File: src/design/argt_pkg.sv
// ----------------------------------------------------------------------------
// argt_pkg
// Shared types and constants of the address reservation guard table.
// ----------------------------------------------------------------------------
`default_nettype none

package argt_pkg;

    localparam int TABLE_ENTRIES = 64;
    localparam int POINTER_WIDTH = 64;
    localparam int IDX_W         = $clog2(TABLE_ENTRIES);

    localparam int ADDR_W     = 64;
    localparam int BTYPE_W    = 8;
    localparam int STATUS_W   = 2;
    localparam int IN_DATA_W  = 208;
    localparam int OUT_DATA_W = 72;

    localparam logic [ADDR_W-1:0] PTR_MASK = {ADDR_W{1'b1}} >> (ADDR_W - POINTER_WIDTH);

    typedef enum logic [1:0] {
        VERDICT_OK      = 2'd0,
        VERDICT_DUP     = 2'd1,
        VERDICT_BLOCKED = 2'd2
    } t_verdict;

    localparam logic [STATUS_W-1:0] STATUS_SUCCESS     = 2'd0;
    localparam logic [STATUS_W-1:0] STATUS_FAILED      = 2'd1;
    localparam logic [STATUS_W-1:0] STATUS_UNSUPPORTED = 2'd2;
    localparam logic [STATUS_W-1:0] STATUS_NO_CHANGE   = 2'd3;

    localparam logic MODE_RESERVE = 1'b0;
    localparam logic MODE_UPDATE  = 1'b1;

    typedef struct packed {
        logic capture;
        logic rd_en;
        logic commit;
    } t_cmd;

    typedef struct packed {
        logic scan_last;
    } t_status;

endpackage

`default_nettype wire

File: src/design/argt_ctrl.sv
// ----------------------------------------------------------------------------
// argt_ctrl
// Controller: sequences capture, table scan, commit and the result handshake.
// ----------------------------------------------------------------------------
`default_nettype none

module argt_ctrl (
    input  wire logic              i_clk,
    input  wire logic              i_rst_n,
    input  wire logic              i_in_valid,
    output logic                   o_in_ready,
    output logic                   o_out_valid,
    input  wire logic              i_out_ready,
    input  wire argt_pkg::t_status i_status,
    output argt_pkg::t_cmd         o_cmd
);
    import argt_pkg::*;

    typedef enum logic [1:0] {
        S_IDLE,
        S_SCAN,
        S_LAST,
        S_EXEC
    } t_state;

    t_state r_state;
    t_state n_state;
    logic   r_out_valid;

    always_comb begin
        o_in_ready   = (r_state == S_IDLE);
        o_cmd.capture = o_in_ready && i_in_valid;
        o_cmd.rd_en   = (r_state == S_SCAN);
        o_cmd.commit  = (r_state == S_EXEC) && (!r_out_valid || i_out_ready);
    end

    always_comb begin
        n_state = r_state;
        unique case (r_state)
            S_IDLE: begin
                if (o_cmd.capture) n_state = S_SCAN;
            end
            S_SCAN: begin
                if (i_status.scan_last) n_state = S_LAST;
            end
            S_LAST: begin
                n_state = S_EXEC;
            end
            S_EXEC: begin
                if (o_cmd.commit) n_state = S_IDLE;
            end
            default: begin
                n_state = S_IDLE;
            end
        endcase
    end

    always_ff @(posedge i_clk) begin
        if (!i_rst_n) begin
            r_state     <= S_IDLE;
            r_out_valid <= 1'b0;
        end else begin
            r_state <= n_state;
            if (o_cmd.commit) begin
                r_out_valid <= 1'b1;
            end else if (i_out_ready) begin
                r_out_valid <= 1'b0;
            end
        end
    end

    assign o_out_valid = r_out_valid;

endmodule

`default_nettype wire

File: config.mk
export PLATFORM = sky130hd
export DESIGN_NAME = argt_ctrl
export DESIGN_NICKNAME = d
export VERILOG_FILES = /design/src/design/argt_pkg.sv /design/src/design/argt_ctrl.sv
export SDC_FILE = /design/constraint.sdc
export NUM_CORES = 1
export LEC_CHECK = 0
export BUFFER_PORTS_ARGS = -buffer_cell sky130_fd_sc_hd__buf_2
export CAP_MARGIN = 10
export CORE_AREA = 10 10 47 49
export CTS_CLUSTER_DIAMETER = 40
export CTS_CLUSTER_SIZE = 20
export DETAILED_ROUTE_END_ITERATION = 12
export DIE_AREA = 0 0 57 59
export PLACE_DENSITY = 0.36
export SLEW_MARGIN = 30
export SYNTH_ARGS = -nofsm -noshare
export SYNTH_HDL_FRONTEND = slang
export SYNTH_SLANG_ARGS = --single-unit
File: constraint.sdc
create_clock -name i_clk -period 1.48 [get_ports i_clk]
set_input_delay 0.148 -clock i_clk [delete_from_list [all_inputs] [get_ports i_clk]]
set_output_delay 0.148 -clock i_clk [all_outputs]
set_load 0.02 [all_outputs]
==> results of run 1 <==
==> flip-flops by register name, indices dropped and copies added (netlist names) <==
| signal | cells |
|---|---|
| o_out_valid | 1 |
| r_state | 2 |
==> cell type report <==
type | instances | share of cell area
Multi-Input combinational cell | 15 | 0.405
Timing Repair Buffer | 12 | 0.212
Sequential cell | 3 | 0.197
Clock buffer | 4 | 0.0795
Tap cell | 16 | 0.0606
Inverter | 4 | 0.0455
==> logic make-up (layout without fill, tap and decap cells) <==
logic type / count (synthesis) / after routing / synth area share
mux: 2 / 2 / 0.0970
fa+ha+maj: 4 / 4 / 0.242
flops: 3 / 3 / 0.291
buf+inv: 4 / 20 / 0.0727
compound gates: 3 / 3 / 0.109
simple gates: 6 / 6 / 0.188
==> layer usage <==
metal	GRT usage	up-vias	wire length (um)
li1	-	105	-
met1	0.0430	90	275
met2	0.0403	10	196
met3	0.0386	0	68
met4	0.0302	0	0
met5	0	-	0
==> where the power goes <==
part / switching [mW] / leakage, nW / internal [mW]
clock network: 0.0430 / 0.0150 / 0.101
registers: 0.0242 / 0.0256 / 0.120
logic: 0.186 / 0.131 / 0.179
==> stage by stage <==
stage	utilization	setup slack (ns)	power (mW)
after global routing	0.236	0.0295	0.716
after detailed placement	0.204	0.105	0.481
final	0.236	0.0837	0.653
after floorplan	-	0.00981	0.347
after CTS	0.225	0.0260	0.637
after global placement	0.204	0.0770	0.473
==> placed cells by master, fill, tap and decap left out <==
cell type,Yosys,final
ha_1,4,3
a222oi_1,1,1
and2_2,1,1
mux2i_1,2,2
o21a_1,1,1
clkbuf_1,0,1
buf_4,0,4
buf_2,0,8
dfxtp_2,0,1
clkbuf_4,0,3
inv_1,4,4
ha_2,0,1
nand2_1,3,3
nor2b_1,1,1
o21ai_0,1,1
dfxtp_1,3,1
dfxtp_4,0,1
nor2b_4,1,1
==> how the worst min path moves through the flow <==
stage                     startpoint                  endpoint  slack [ns]  cells past startpoint
after floorplan              i_rst_n  o_out_valid$_SDFFE_PN0P_        0.27                      1
after global placement       i_rst_n  o_out_valid$_SDFFE_PN0P_        0.43                      2
after detailed placement     i_rst_n  o_out_valid$_SDFFE_PN0P_        0.43                      2
after CTS                    i_rst_n  o_out_valid$_SDFFE_PN0P_        0.19                      2
after global routing         i_rst_n  o_out_valid$_SDFFE_PN0P_        0.21                      2
final                        i_rst_n  o_out_valid$_SDFFE_PN0P_        0.19                      2
==> timing repair <==
| item | in CTS | in global routing |
|---|---|---|
| setup endpoints to repair | 1 | 1 |
| gates resized for setup | 2 | 3 |
| setup buffers | 0 | 1 |
==> flow_metrics.env, run 1 <==
export IMPL_syn_instance_count=22
export IMPL_worstMarginPinSlew_ns=0.266
export IMPL_synth_ff_type="dfxtp_1"
export IMPL_grtUsageTotal=0.0385
export IMPL_grt_max_degree=6
export IMPL_io_buffers=9
export IMPL_grt_pass1_wl_um=952
export IMPL_area_growth_pct=60.0
export IMPL_crit_top_cell="buf_4"
export IMPL_status="completed"
export IMPL_design_core_area_sq_um=1400
export IMPL_post_drt_wl_per_cell_um=10.0
export IMPL_dpl_cell_count=49
export IMPL_synth_edff_count=0
export IMPL_io_pins=10
export IMPL_dieArea_sq_um=3360
export IMPL_clock_sinks=3
export IMPL_critical_path_class="reg2out"
export IMPL_drcViolationCount=0
export IMPL_initial_core_util=0.147
export IMPL_dp_hpwl_um=452
export IMPL_clk_path_buf_depth=2
export IMPL_root_buffer="clkbuf_4"
export IMPL_regToRegEndpoint="r_state[1]$_SDFFE_PN0P_"
export IMPL_start_kind="flip-flop"
export IMPL_clkTransAtPathRegs_ns=0.04
export IMPL_fp_dieH_um=59
export IMPL_cp_required_ns=1.33
export IMPL_maxCapViolCount=0
export IMPL_hold_viol=0
export IMPL_firstDrtPassIters=4
export IMPL_rsz0062_at_grt="false"
export IMPL_setup_tns_ns=0
export IMPL_synth_top_cell_area_share=0.291
export IMPL_maxSlewHeadroom=0.823
export IMPL_multiInputGateArea_sq_um=134
export IMPL_ant_nets=0
export IMPL_die_w_um=57
export IMPL_via_per_inst=3.80
export IMPL_htree_levels=1
export IMPL_slew_violations=0
export IMPL_grt_pass1_vias=205
export IMPL_drt_initial_drc_count=4
export IMPL_worstSetupPathDepth=5
export IMPL_cts_hold_buf=0
export IMPL_placed_cell_area_sq_um=287
export IMPL_syn_area_per_cell_sq_um=9.38
export IMPL_finClkSkew_ns=0.000965
export IMPL_fin_crit_ns=1.40
export IMPL_cts_buffers=3
export IMPL_crit_family="flip-flops"
export IMPL_arrival_ns=1.25
export IMPL_slowest_delay_ns=0.35
export IMPL_ys_ff_latch=3
export IMPL_setup_viol=0
export IMPL_crit_chain="inv_1, ha_2, buf_4, and2_2, buf_4"
export IMPL_seq_area_frac_synth=0.291
export IMPL_synthArstFlopShare=0
export IMPL_ff2ff_path_depth=5
export IMPL_nets=48
export IMPL_synthTopCellsByArea="dfxtp_1, ha_1, mux2i_1"
export IMPL_overflow=0
export IMPL_crit_end="o_cmd[2]"
export IMPL_max_freq_mhz=716
export IMPL_yosysWarningCount=0
export IMPL_ir_drop_mv=0.472
export IMPL_crit_path_top_delay_cell="dfxtp_4"
export IMPL_register_area_sq_um=65.1
export IMPL_power_leakage_nw=0.172
export IMPL_cts_tree="done"
export IMPL_synth_commonest_cells="ha_1, inv_1, dfxtp_1, nand2_1, mux2i_1"
export IMPL_yosys_area_top_type="dfxtp_1"
export IMPL_synth_nets=31
export IMPL_hp_class="in2reg"
export IMPL_rows=14
export IMPL_synthesis_area_sq_um=206
export IMPL_hold_worst_slack_ns=0.189
export IMPL_yosysUniqueCellTypes=11
export IMPL_wirelength_um=540
export IMPL_r2r_slack_ns=0.15
export IMPL_via_count=205
export IMPL_setup_worst_path_end_class="output port"
export IMPL_p_per_area_nw_per_um2=1980
export IMPL_reg2reg_from="r_state[0]$_SDFFE_PN0P_"
export IMPL_critPathBufInv=3
export IMPL_final_cells=54
export IMPL_crit_path_max_fanout=4
export IMPL_n_fill_cell=168
export IMPL_drive_above_1_share=0.526
export IMPL_period_share=0.943
export IMPL_clk_latency_ns=0.23
export IMPL_finalInstanceArea_sq_um=330
export IMPL_antenna_found_initial=0
export IMPL_n_antenna_cell=0
export IMPL_place_gp_congestion=0.700
export IMPL_critPathLaunch="r_state[1]$_SDFFE_PN0P_"
(Power assumes the default switching activity.)
==> run 2: changes to the inputs <==
--- a/config.mk
+++ b/config.mk
@@ -7,12 +7,14 @@
 export LEC_CHECK = 0
 export BUFFER_PORTS_ARGS = -buffer_cell sky130_fd_sc_hd__buf_2
 export CAP_MARGIN = 10
+export CELL_PAD_IN_SITES_DETAIL_PLACEMENT = 1
+export CELL_PAD_IN_SITES_GLOBAL_PLACEMENT = 1
 export CORE_AREA = 10 10 47 49
 export CTS_CLUSTER_DIAMETER = 40
 export CTS_CLUSTER_SIZE = 20
 export DETAILED_ROUTE_END_ITERATION = 12
 export DIE_AREA = 0 0 57 59
-export PLACE_DENSITY = 0.36
+export PLACE_DENSITY = 0.44
 export SLEW_MARGIN = 30
 export SYNTH_ARGS = -nofsm -noshare
 export SYNTH_HDL_FRONTEND = slang
==> flow_metrics.env, run 2 (synthesis results as in run 1) <==
export IMPL_fp_dieH_um=59
export IMPL_max_flop_register="r_state"
export IMPL_rsz0062_at_grt="false"
export IMPL_n_fill_cell=182
export IMPL_cts_repair_resized=0
export IMPL_area_growth_pct=55.2
export IMPL_critical_path_class="reg2reg"
export IMPL_cts_setup_buffers=0
export IMPL_maxSlewHeadroom=0.803
export IMPL_clk_latency_ns=0.23
export IMPL_setup_viol=0
export IMPL_slew_violations=0
export IMPL_drcViolationCount=0
export IMPL_setup_tns_ns=0
export IMPL_grt_max_degree=6
export IMPL_setup_worst_path_end_class="flip-flop"
export IMPL_grt_pass1_wl_um=1020
export IMPL_finClkSkew_ns=0.00375
export IMPL_firstDrtPassIters=4
export IMPL_root_buffer="clkbuf_4"
export IMPL_overflow=0
export IMPL_ant_nets=0
export IMPL_n_antenna_cell=0
export IMPL_clk_path_buf_depth=2
export IMPL_hold_viol=0
export IMPL_layout_setup_ws_ns=0.120
export IMPL_hp_class="in2reg"
export IMPL_drt_initial_drc_count=7
export IMPL_cts_buffers=3
export IMPL_worstMarginPinSlew_ns=0.295
export IMPL_crit_path_max_fanout=4
export IMPL_nets=48
export IMPL_initial_core_util=0.147
export IMPL_cts_hold_buf=0
export IMPL_p_per_area_nw_per_um2=1940
export IMPL_max_freq_mhz=735
export IMPL_period_share=0.919
export IMPL_place_gp_congestion=0.707
export IMPL_fin_crit_ns=1.36
export IMPL_cp_required_ns=1.64
export IMPL_cts_tree="done"
export IMPL_post_place_ws_ns=0.112
export IMPL_drive_above_1_share=0.447
export IMPL_ir_drop_mv=0.385
export IMPL_clock_sinks=3
export IMPL_clkTransAtPathRegs_ns=0.04
export IMPL_via_per_inst=3.78
export IMPL_antenna_found_initial=0
export IMPL_io_pins=10
export IMPL_start_kind="flip-flop"
export IMPL_grt_pass1_vias=225
export IMPL_largest_reg_flops=2
export IMPL_arrival_ns=1.52
export IMPL_via_count=204
export IMPL_maxCapViolCount=0
export IMPL_dieArea_sq_um=3360
export IMPL_rows=14
export IMPL_io_buffers=9
export IMPL_post_drt_wl_per_cell_um=10.7
export IMPL_htree_levels=1
export IMPL_power_leakage_nw=0.172
export IMPL_design_core_area_sq_um=1400
export IMPL_wirelength_um=580
export IMPL_mostFrequentLayoutCells="buf_2, inv_1, ha_1"
export IMPL_grtUsageTotal=0.0420
export IMPL_status="completed"
export IMPL_layout_commonest_cell="buf_2"
export IMPL_die_w_um=57
## run 2: layout make-up
class                      instances  area [sq um]  share of cell area
clock buffer                       4          26.3              0.0820
inverter                           4          15.0              0.0469
sequential                         3          60.1               0.188
timing repair buffer              12          67.6               0.211
multi-input combinational         15           131               0.410
tap                               16          20.0              0.0625
## run 2: power by group
part	total [mW]	internal (mW)	switching, mW
clock	0.142	0.101	0.0410
combinational	0.358	0.162	0.196
sequential	0.123	0.110	0.0132
total	0.623	0.372	0.250
## run 2: stage by stage
stage	instance area, sq um	util	std cells	total power [mW]	hold slack [ns]
2_1_floorplan	206	-	22	0.347	0.266
3_3_place_gp	294	0.210	50	0.480	0.429
3_5_place_dp	294	0.210	50	0.492	0.426
4_1_cts	320	0.229	54	0.642	0.185
5_1_grt	320	0.229	54	0.691	0.176
6_report	320	0.229	54	0.623	0.196
## run 2: path summary, 6_finish.rpt
check | from | endpoint | slack, ns | cells after the start
worst max-delay path | r_state[0]$_SDFFE_PN0P_ | r_state[0]$_SDFFE_PN0P_ | 0.12 | 5
worst min-delay path | i_rst_n | o_out_valid$_SDFFE_PN0P_ | 0.20 | 2
worst max register to register | r_state[0]$_SDFFE_PN0P_ | r_state[0]$_SDFFE_PN0P_ | 0.12 | 5
worst min register to register | r_state[1]$_SDFFE_PN0P_ | r_state[1]$_SDFFE_PN0P_ | 0.59 | 3
## run 2: layer usage
layer	wire length (um)	global-route usage	vias to the layer above
met5	0	0	-
li1	-	-	105
met1	276	0.0381	87
met3	64	0.0451	2
met4	6	0.0302	0
met2	232	0.0543	10
## run 2: critical path: stages (launching register included)
cell      delay [ns]
dfxtp_1         0.32
inv_1           0.06
ha_1            0.23
a222oi_1        0.34
buf_4           0.19
mux2i_1         0.16
